File: src/hdl/rqbl_pkg.sv
// ----------------------------------------------------------------------------
// rqbl_pkg
// shared types and constants for the look-back byte ring queue
// ----------------------------------------------------------------------------
package rqbl_pkg;

	// physical slot count of the ring store
	localparam int SLOT_DEPTH = 256;
	localparam int ADDR_W     = $clog2(SLOT_DEPTH);
	localparam int BYTE_W     = 8;
	localparam int CAP_W      = 8;

	// capacity after reset
	localparam logic [CAP_W-1:0] CAP_RESET = 8'd255;

	typedef enum logic [1:0] {
		MODE_PUSH  = 2'd0,
		MODE_POP   = 2'd1,
		MODE_PEEK  = 2'd2,
		MODE_CLEAR = 2'd3
	} mode_t;

	typedef enum logic [1:0] {
		ST_OK         = 2'd0,
		ST_PUSH_FULL  = 2'd1,
		ST_POP_EMPTY  = 2'd2,
		ST_PEEK_RANGE = 2'd3
	} status_t;

	// one access to the slot store
	typedef struct packed {
		logic              wr_en;
		logic              rd_en;
		logic [ADDR_W-1:0] addr;
		logic [BYTE_W-1:0] wdata;
	} slot_acc_t;

	// result fields that travel beside the read data
	typedef struct packed {
		logic    rd_ok;
		logic    holds;
		status_t status;
	} rsp_meta_t;

	// queue occupancy, seen by the top level checks
	typedef struct packed {
		logic [CAP_W-1:0] count;
		logic [CAP_W-1:0] cap;
	} fill_info_t;

endpackage

File: src/hdl/rqbl_if.sv
// ----------------------------------------------------------------------------
// rqbl_if
// command and response channels of the look-back byte ring queue
// ----------------------------------------------------------------------------
interface rqbl_cmd_if
	import rqbl_pkg::*;
();
	logic                valid;
	logic                ready;
	mode_t               mode;
	logic [BYTE_W-1:0]   push_byte;
	logic [CAP_W-1:0]    lookback_offset;

	modport source (output valid, mode, push_byte, lookback_offset, input ready);
	modport sink   (input valid, mode, push_byte, lookback_offset, output ready);
endinterface

interface rqbl_rsp_if
	import rqbl_pkg::*;
();
	logic              valid;
	logic              ready;
	logic [BYTE_W-1:0] read_byte;
	logic              holds_items;
	status_t           status;

	modport source (output valid, read_byte, holds_items, status, input ready);
	modport sink   (input valid, read_byte, holds_items, status, output ready);
endinterface

File: src/hdl/rqbl_slot_ram.sv
// ----------------------------------------------------------------------------
// rqbl_slot_ram
// byte slot store, one write and one registered read per cycle
// ----------------------------------------------------------------------------
module rqbl_slot_ram
	import rqbl_pkg::*;
(
	input  logic              clk,
	input  slot_acc_t         acc,
	output logic [BYTE_W-1:0] rdata
);

	logic [BYTE_W-1:0] mem [SLOT_DEPTH];
	logic [BYTE_W-1:0] rdata_q;

	always_ff @(posedge clk) begin
		if (acc.wr_en) begin
			mem[acc.addr] <= acc.wdata;
		end
		if (acc.rd_en) begin
			rdata_q <= mem[acc.addr];
		end
	end

	assign rdata = rdata_q;

endmodule

File: src/hdl/rqbl_ctrl.sv
// ----------------------------------------------------------------------------
// rqbl_ctrl
// ring pointers, fill count and capacity; decodes one accepted command per cycle
// ----------------------------------------------------------------------------
module rqbl_ctrl
	import rqbl_pkg::*;
(
	input  logic              clk,
	input  logic              arst_n,
	input  logic              accept,
	input  mode_t             mode,
	input  logic [BYTE_W-1:0] push_byte,
	input  logic [CAP_W-1:0]  lookback_offset,
	input  logic              cfg_we,
	input  logic [CAP_W-1:0]  cfg_wdata,
	output slot_acc_t         acc,
	output rsp_meta_t         meta,
	output fill_info_t        fill
);

	logic [CAP_W-1:0] cap_q;
	logic [CAP_W-1:0] oldest_q;
	logic [CAP_W-1:0] newest_q;
	logic [CAP_W-1:0] count_q;

	logic [CAP_W-1:0] cap_eff;
	logic [CAP_W:0]   push_sum;
	logic [CAP_W:0]   push_pos;
	logic [CAP_W:0]   pop_next;
	logic [CAP_W:0]   peek_diff;
	logic [CAP_W:0]   peek_idx;

	logic [CAP_W-1:0] oldest_d;
	logic [CAP_W-1:0] newest_d;
	logic [CAP_W-1:0] count_d;

	// zero acts as one, anything past the store acts as the store size
	always_comb begin
		if (cap_q == '0) begin
			cap_eff = CAP_W'(1);
		end else if ({1'b0, cap_q} > (CAP_W+1)'(SLOT_DEPTH)) begin
			cap_eff = CAP_W'(SLOT_DEPTH);
		end else begin
			cap_eff = cap_q;
		end
	end

	// slot after the newest, wrapped at the capacity
	assign push_sum = {1'b0, oldest_q} + {1'b0, count_q};
	assign push_pos = (push_sum >= {1'b0, cap_eff}) ? push_sum - {1'b0, cap_eff} : push_sum;
	assign pop_next = ({1'b0, oldest_q} + (CAP_W+1)'(1) >= {1'b0, cap_eff}) ?
		'0 : {1'b0, oldest_q} + (CAP_W+1)'(1);
	assign peek_diff = {1'b0, newest_q} - {1'b0, lookback_offset};
	assign peek_idx  = (lookback_offset > newest_q) ? peek_diff + {1'b0, cap_eff} : peek_diff;

	always_comb begin
		oldest_d    = oldest_q;
		newest_d    = newest_q;
		count_d     = count_q;
		acc.wr_en   = 1'b0;
		acc.rd_en   = 1'b0;
		acc.addr    = '0;
		acc.wdata   = push_byte;
		meta.rd_ok  = 1'b0;
		meta.status = ST_OK;
		case (mode)
			MODE_PUSH: begin
				if (count_q < cap_eff) begin
					count_d   = count_q + CAP_W'(1);
					newest_d  = push_pos[CAP_W-1:0];
					acc.wr_en = accept;
					acc.addr  = push_pos[ADDR_W-1:0];
				end else begin
					meta.status = ST_PUSH_FULL;
				end
			end
			MODE_POP: begin
				if (count_q == '0) begin
					meta.status = ST_POP_EMPTY;
				end else begin
					oldest_d   = pop_next[CAP_W-1:0];
					count_d    = count_q - CAP_W'(1);
					acc.rd_en  = accept;
					acc.addr   = oldest_q[ADDR_W-1:0];
					meta.rd_ok = 1'b1;
				end
			end
			MODE_PEEK: begin
				if (lookback_offset >= count_q) begin
					meta.status = ST_PEEK_RANGE;
				end else begin
					acc.rd_en  = accept;
					acc.addr   = peek_idx[ADDR_W-1:0];
					meta.rd_ok = 1'b1;
				end
			end
			MODE_CLEAR: begin
				oldest_d = '0;
				newest_d = '0;
				count_d  = '0;
			end
			default: begin
				meta.status = ST_OK;
			end
		endcase
		meta.holds = (count_d != '0);
	end

	always_ff @(posedge clk or negedge arst_n) begin
		if (!arst_n) begin
			cap_q    <= CAP_RESET;
			oldest_q <= '0;
			newest_q <= '0;
			count_q  <= '0;
		end else if (cfg_we) begin
			cap_q    <= cfg_wdata;
			oldest_q <= '0;
			newest_q <= '0;
			count_q  <= '0;
		end else if (accept) begin
			oldest_q <= oldest_d;
			newest_q <= newest_d;
			count_q  <= count_d;
		end
	end

	assign fill.count = count_q;
	assign fill.cap   = cap_eff;

endmodule

File: src/hdl/ring_queue_byte_lookback.sv
// ----------------------------------------------------------------------------
// ring_queue_byte_lookback
// circular byte queue with push, pop, peek back from newest and clear
// ----------------------------------------------------------------------------
//  channel  dir  payload                              beat taken when
//  cmd      in   mode, push_byte, lookback_offset     cmd.valid & cmd.ready
//  rsp      out  read_byte, holds_items, status       rsp.valid & rsp.ready
//  cfg      in   cfg_wdata (capacity_in_use)          cfg_we
//
//  one command beat per cycle unless rsp is stalled; its response is registered
//  in the slot read register, then in the output register
//  throughput set by the single port of the slot store: one access a cycle
//  reset: empty queue, capacity 255; slot contents stay undefined
//  a stalled rsp fills the output and then the read stage before cmd.ready drops
// ----------------------------------------------------------------------------
module ring_queue_byte_lookback
	import rqbl_pkg::*;
(
	input  logic             clk,
	input  logic             arst_n,
	input  logic             cfg_we,
	input  logic [CAP_W-1:0] cfg_wdata,
	rqbl_cmd_if.sink         cmd,
	rqbl_rsp_if.source       rsp
);

	logic              cmd_take;
	logic              s1_move;
	slot_acc_t         acc;
	rsp_meta_t         meta;
	fill_info_t        fill;
	logic [BYTE_W-1:0] ram_rdata;

	// read stage: meta beside the registered ram data
	logic              valid_s1;
	rsp_meta_t         meta_s1;

	// output register
	logic              out_valid_q;
	logic [BYTE_W-1:0] out_byte_q;
	rsp_meta_t         out_meta_q;

	// read stage moves on when the output slot is free or being drained
	assign s1_move  = valid_s1 && (!out_valid_q || rsp.ready);
	assign cmd.ready = !valid_s1 || s1_move;
	assign cmd_take = cmd.valid && cmd.ready;

	// pointer update and slot access are decided in the cycle of the beat
	rqbl_ctrl u_ctrl (
		.clk             (clk),
		.arst_n          (arst_n),
		.accept          (cmd_take),
		.mode            (cmd.mode),
		.push_byte       (cmd.push_byte),
		.lookback_offset (cmd.lookback_offset),
		.cfg_we          (cfg_we),
		.cfg_wdata       (cfg_wdata),
		.acc             (acc),
		.meta            (meta),
		.fill            (fill)
	);

	// read data only updates on a taken beat, so it holds while stalled
	rqbl_slot_ram u_ram (
		.clk   (clk),
		.acc   (acc),
		.rdata (ram_rdata)
	);

	always_ff @(posedge clk or negedge arst_n) begin
		if (!arst_n) begin
			valid_s1 <= 1'b0;
		end else if (cmd_take) begin
			valid_s1 <= 1'b1;
		end else if (s1_move) begin
			valid_s1 <= 1'b0;
		end
	end

	always_ff @(posedge clk) begin
		if (cmd_take) begin
			meta_s1 <= meta;
		end
	end

	always_ff @(posedge clk or negedge arst_n) begin
		if (!arst_n) begin
			out_valid_q <= 1'b0;
		end else if (s1_move) begin
			out_valid_q <= 1'b1;
		end else if (rsp.ready) begin
			out_valid_q <= 1'b0;
		end
	end

	// flagged or non-reading commands give a zero byte
	always_ff @(posedge clk) begin
		if (s1_move) begin
			out_byte_q <= meta_s1.rd_ok ? ram_rdata : '0;
			out_meta_q <= meta_s1;
		end
	end

	assign rsp.valid       = out_valid_q;
	assign rsp.read_byte   = out_byte_q;
	assign rsp.holds_items = out_meta_q.holds;
	assign rsp.status      = out_meta_q.status;

	// fill count never passes the wrap point
	a_fill_bound: assert property (@(posedge clk) disable iff (!arst_n)
		fill.count <= fill.cap)
		else $error("fill count above capacity");

	// a dropped push only happens on a full, hence non-empty, queue
	a_full_holds: assert property (@(posedge clk) disable iff (!arst_n)
		rsp.valid && rsp.status == ST_PUSH_FULL |-> rsp.holds_items)
		else $error("push dropped on a queue reported empty");

	// an empty pop leaves the queue empty
	a_empty_pop: assert property (@(posedge clk) disable iff (!arst_n)
		rsp.valid && rsp.status == ST_POP_EMPTY |-> !rsp.holds_items)
		else $error("empty pop reported items");

	// a taken beat always lands in the read stage
	a_take_s1: assert property (@(posedge clk) disable iff (!arst_n)
		cmd_take |=> valid_s1)
		else $error("accepted beat lost before read stage");

	// a beat that needs a read never also writes the store
	a_one_access: assert property (@(posedge clk) disable iff (!arst_n)
		!(acc.wr_en && acc.rd_en))
		else $error("slot store read and write in one cycle");

endmodule
File: src/flat_wrapper.sv
// flat-port wrapper written by rule: the top's interface ports become plain ports
module ring_queue_byte_lookback_flat import rqbl_pkg::*;
  (clk, arst_n, cfg_we, cfg_wdata, cmd_valid, cmd_mode, cmd_push_byte, cmd_lookback_offset, cmd_ready, rsp_valid, rsp_read_byte, rsp_holds_items, rsp_status, rsp_ready);
  rqbl_cmd_if cmd_i ();
  rqbl_rsp_if rsp_i ();
  input  logic clk;
  input  logic arst_n;
  input  logic cfg_we;
  input  logic [CAP_W-1:0] cfg_wdata;
  input wire logic [$bits(cmd_i.valid)-1:0] cmd_valid;
  input wire logic [$bits(cmd_i.mode)-1:0] cmd_mode;
  input wire logic [$bits(cmd_i.push_byte)-1:0] cmd_push_byte;
  input wire logic [$bits(cmd_i.lookback_offset)-1:0] cmd_lookback_offset;
  output wire logic [$bits(cmd_i.ready)-1:0] cmd_ready;
  output wire logic [$bits(rsp_i.valid)-1:0] rsp_valid;
  output wire logic [$bits(rsp_i.read_byte)-1:0] rsp_read_byte;
  output wire logic [$bits(rsp_i.holds_items)-1:0] rsp_holds_items;
  output wire logic [$bits(rsp_i.status)-1:0] rsp_status;
  input wire logic [$bits(rsp_i.ready)-1:0] rsp_ready;
  assign cmd_i.valid = cmd_valid;
  assign cmd_i.mode = cmd_mode;
  assign cmd_i.push_byte = cmd_push_byte;
  assign cmd_i.lookback_offset = cmd_lookback_offset;
  assign cmd_ready = cmd_i.ready;
  assign rsp_valid = rsp_i.valid;
  assign rsp_read_byte = rsp_i.read_byte;
  assign rsp_holds_items = rsp_i.holds_items;
  assign rsp_status = rsp_i.status;
  assign rsp_i.ready = rsp_ready;
  ring_queue_byte_lookback u_core (.clk(clk), .arst_n(arst_n), .cfg_we(cfg_we), .cfg_wdata(cfg_wdata), .cmd(cmd_i), .rsp(rsp_i));
endmodule
File: config.mk
export PLATFORM = sky130hd
export DESIGN_NAME = ring_queue_byte_lookback_flat
export DESIGN_NICKNAME = d
export VERILOG_FILES = /design/src/hdl/rqbl_pkg.sv /design/src/hdl/rqbl_if.sv /design/src/hdl/rqbl_slot_ram.sv /design/src/hdl/rqbl_ctrl.sv /design/src/hdl/ring_queue_byte_lookback.sv /design/src/flat_wrapper.sv
export SDC_FILE = /design/constraint.sdc
export NUM_CORES = 2
export LEC_CHECK = 0
export ABC_AREA = 0
export BUFFER_PORTS_ARGS = -buffer_cell sky130_fd_sc_hd__buf_2
export CORE_MARGIN = 3
export CORE_UTILIZATION = 40
export CTS_CLUSTER_SIZE = 30
export DETAILED_ROUTE_END_ITERATION = 6
export PLACE_DENSITY = 0.58
export SYNTH_ARGS = -nofsm -noshare
export SYNTH_HDL_FRONTEND = slang
export SYNTH_SLANG_ARGS = --single-unit
File: constraint.sdc
create_clock -name clk -period 7.5 [get_ports clk]
set_input_delay 2.25 -clock clk [delete_from_list [all_inputs] [get_ports clk]]
set_output_delay 2.25 -clock clk [all_outputs]
set_load 0.05 [all_outputs]
==> flow_metrics.py <==
metrics = {
    "placement": {
        "gp_congestion": 0.9841,
        "io_buffer_count": 43,
        "dp_hpwl_mm": 205.2,
    },
    "setup_path": {
        "worstSetupEndpointType": "register",
        "worst-path-max-fanout": 24,
        "cp-start-kind": "register",
        "path_class": "register to register",
        "crit_arrival_ps": 7870,
        "cp.required_ps": 8120,
    },
    "sta": {
        "setup_tns_ps": 0,
        "hold_ws_ps": 418.2,
        "slew_headroom_pct": 22.78,
        "fin_crit_sh_pct": 96.65,
        "fin_crit_ps": 7249,
        "grt_setup_unrepaired": "no",
        "max_freq_ghz": 0.1380,
        "tightest_slew_ps": 1158,
        "skew_ps": 57.05,
        "drv_slew": 0,
        "setup_viol": 0,
        "final_hold_viol_count": 0,
    },
    "synthesis": {
        "synth_common_cells": "edfxtp_1, nand2_1, a21oi_1, nor2_1, a22oi_1",
        "synthCells": 5776,
        "yosysMostFrequentCell": "edfxtp_1",
        "async_flop_share_pct": 1.615,
        "synth_nets": 5873,
        "synthFlopType": "edfxtp_1",
        "synth_largest_area_cell": "edfxtp_1",
        "synthTopCellsByArea": "edfxtp_1, nand2_1, a21oi_1, a22oi_1, nor2_1",
        "yosysSeqAreaShare_pct": 74.21,
        "syn_area_per_cell_um2": 14.71,
        "synth_edf_count": 2071,
        "synth_area_mm2": 0.08496,
        "yosysWarningCount": 0,
        "ys_ff_latch": 2105,
        "yosysUniqueCellTypes": 108,
        "synth.top_cell.area_share_pct": 73.20,
    },
    "detailed_routing": {
        "drt_wl_total_mm": 312.3,
        "drt_iter0_drc": 9663,
        "dr.pass1.iters": 7,
        "viasPerCell": 6.212,
        "wl_per_cell_um": 33.28,
        "vias": 58290,
        "drc_errors": 4,
        "ant_nets": 0,
    },
    "die": {
        "die_y_um": 466.9,
        "rows": 168,
        "ios": 44,
        "start_util_pct": 40.38,
        "die_area_mm2": 0.2180,
        "core_area_mm2": 0.2104,
        "die_x_um": 466.9,
    },
    "clock_network": {
        "root_buffer": "clkbuf_16",
        "hold_buffers": 0,
        "cts.sinks": 2105,
        "clk-insertion-delay-late_ps": 880,
        "htreeDepth": 4,
        "cts_made_buffers": 212,
        "cts_tree": "yes",
        "path_clk_slew_ps": 70,
        "ctsLongestPathBuffers": 3,
    },
    "grt": {
        "antenna_found_initial": 9,
        "grt_max_degree": 160,
        "grt_pass1_vias": 55190,
        "grt_pass1_wl_mm": 433.8,
        "grt-ovfl-total": 0,
        "grtUsageTotal_pct": 27.99,
    },
    "power_and_ir_drop": {
        "sw_frac_of_total_pct": 29.60,
        "p_switching_w": 0.008777,
        "ir_drop_mv": 0.2191,
        "p_leak_nw": 33.34,
        "p_seq_share_pct": 43.9,
        "combPwrFrac_pct": 20.9,
        "power_density_mw_per_mm2": 294.6,
        "pwr-share-clk_pct": 35.2,
        "p_int_w": 0.02088,
    },
    "final_layout": {
        "drive_gt1_share_pct": 19.19,
        "area_growth_pct": 18.50,
        "fin_nets": 6500,
        "fillers": 18110,
    },
    "job": {
        "max_cap_viol_count": 0,
    },
    "run_status": {
        "violations": "DRC",
        "status": "complete, but fails checks",
    },
    "worst_hold_path": {
        "hold_class": "register to register",
    },
}
-- state kept, by name, summed over array words and instances (netlist names) --
signal	flops
u_core.u_ctrl.cap_q	8
u_core.u_ctrl.newest_q	8
u_core.u_ctrl.count_q	8
u_core.rsp.valid	1
u_core.rsp.holds_items	1
u_core.u_ram.mem	2048
u_core.rsp.status	2
u_core.u_ctrl.oldest_q	8
u_core.valid_s1	1
u_core.rsp.read_byte	8
u_core.meta_s1	4
u_core.u_ram.rdata	8
-- through the flow --
stage / setup WS, ps / instances / cell area, µm² / power (W) / utilization, %
global route: 78.67 / 9380 / 100700 / 0.03036 / 47.84
finish: 251.1 / 9384 / 100700 / 0.02965 / 47.85
detailed placement: -227.0 / 8992 / 93890 / 0.01924 / 44.62
global placement: -324.0 / 8992 / 93890 / 0.01923 / 44.62
CTS: 214.4 / 9378 / 100600 / 0.02957 / 47.83
floorplan: 970.3 / 5776 / 84960 / 0.01605 / -
-- worst paths after layout --
kind                                      startpoint                  endpoint  slack (ps)  depth (start not counted)
min in group asynchronous                     arst_n  u_core.u_ctrl.count_q[6]        1480                          1
max in group asynchronous                     arst_n  u_core.u_ctrl.count_q[5]        5470                          1
min reg2reg                        u_core.meta_s1[1]      u_core.rsp.status[1]         420                          0
max                        u_core.u_ctrl.oldest_q[0]     u_core.u_ram.rdata[0]         250                         23
max reg2reg                u_core.u_ctrl.oldest_q[0]     u_core.u_ram.rdata[0]         250                         23
min                                u_core.meta_s1[1]      u_core.rsp.status[1]         420                          0
-- final cells by class --
class                           instances  area [µm²]  area share [%]
Tap cell                             2805        3510           3.486
Clock buffer                          259        5524           5.487
Clock inverter                        127        1217           1.209
Sequential cell                      2105       63050           62.63
Inverter                               50       187.7          0.1864
Antenna cell                            4       10.01        0.009942
Multi-Input combinational cell       3222       20040           19.90
Timing Repair Buffer                  812        7137           7.089
-- routing by layer --
layer  global-route usage [%]  wire [µm]
met3                    7.128      36410
met1                    39.17     124400
met4                    12.40      15840
met5                        0         21
met2                    41.21     135600
-- power by group through the flow --
stage / Combinational [W] / Sequential (W) / Clock [W]
after global routing: 0.00637 / 0.0130 / 0.0110
after global placement: 0.00598 / 0.0133 / 0
after detailed placement: 0.00599 / 0.0133 / 0
after CTS: 0.00602 / 0.0130 / 0.0105
final: 0.00620 / 0.0130 / 0.0104
after floorplan: 0.00280 / 0.0133 / 0
-- logic make-up (layout without fill, tap and decap cells) --
group / after synthesis / in the layout / synth area share [%]
other: 0 / 4 / 0
buffers and inverters: 449 / 1248 / 2.465
AO/OA/AOI/OAI: 1650 / 1650 / 13.58
AND/OR/NAND/NOR: 1341 / 1341 / 6.694
multiplexers: 146 / 146 / 1.847
flip-flops: 2105 / 2105 / 74.21
XOR/XNOR: 19 / 19 / 0.1959
adder cells (fa/ha/maj): 66 / 66 / 1.007
-- layout by cell type, fill, tap and decap left out, types with 15 or more instances in the layout --
master / instances
a21o_1: 17
ha_1: 61
o22ai_1: 103
a311oi_1: 31
o21ai_0: 190
a222oi_1: 49
edfxtp_1: 2071
nand3_1: 55
o221ai_1: 15
dfrtp_1: 26
clkbuf_16: 214
buf_2: 35
a311o_1: 15
a31oi_1: 29
mux2i_1: 65
a211oi_1: 38
a21oi_1: 443
a22o_1: 75
and2_1: 22
a2111oi_0: 26
nand2_1: 695
bufinv_16: 19
mux2_2: 77
a221o_1: 23
a221oi_1: 145
nand4_1: 18
inv_1: 48
buf_4: 682
clkinv_2: 34
nor3_1: 45
clkbuf_1: 45
clkinv_1: 54
o211ai_1: 24
nand2b_1: 21
a22oi_1: 244
buf_12: 86
nor2_1: 384
o31ai_1: 21
-- worst max-delay path: stages (launching register included) --
cell and delay, ps:
dfrtp_1 520, ha_1 230, inv_1 60, fa_1 410
nand2b_1 240, a21o_1 190, a211oi_1 340, buf_4 210
inv_1 40, ha_1 390, a21o_1 240, and2_1 220
o41a_1 430, a211o_1 410, nand2_8 220, buf_12 220
buf_4 230, mux2i_1 310, o21ai_0 280, a21oi_1 330
nand4b_1 460, o211ai_1 360, and4_1 430, o311ai_1 150
-- timing repair --
action / in CTS / in global routing
buffers inserted: 0 / 1
resized for setup: 2 / 3
endpoints found under the setup margin: 26 / 20
pin swaps: 0 / 1
Note: power is estimated with default switching activity, not from simulation.
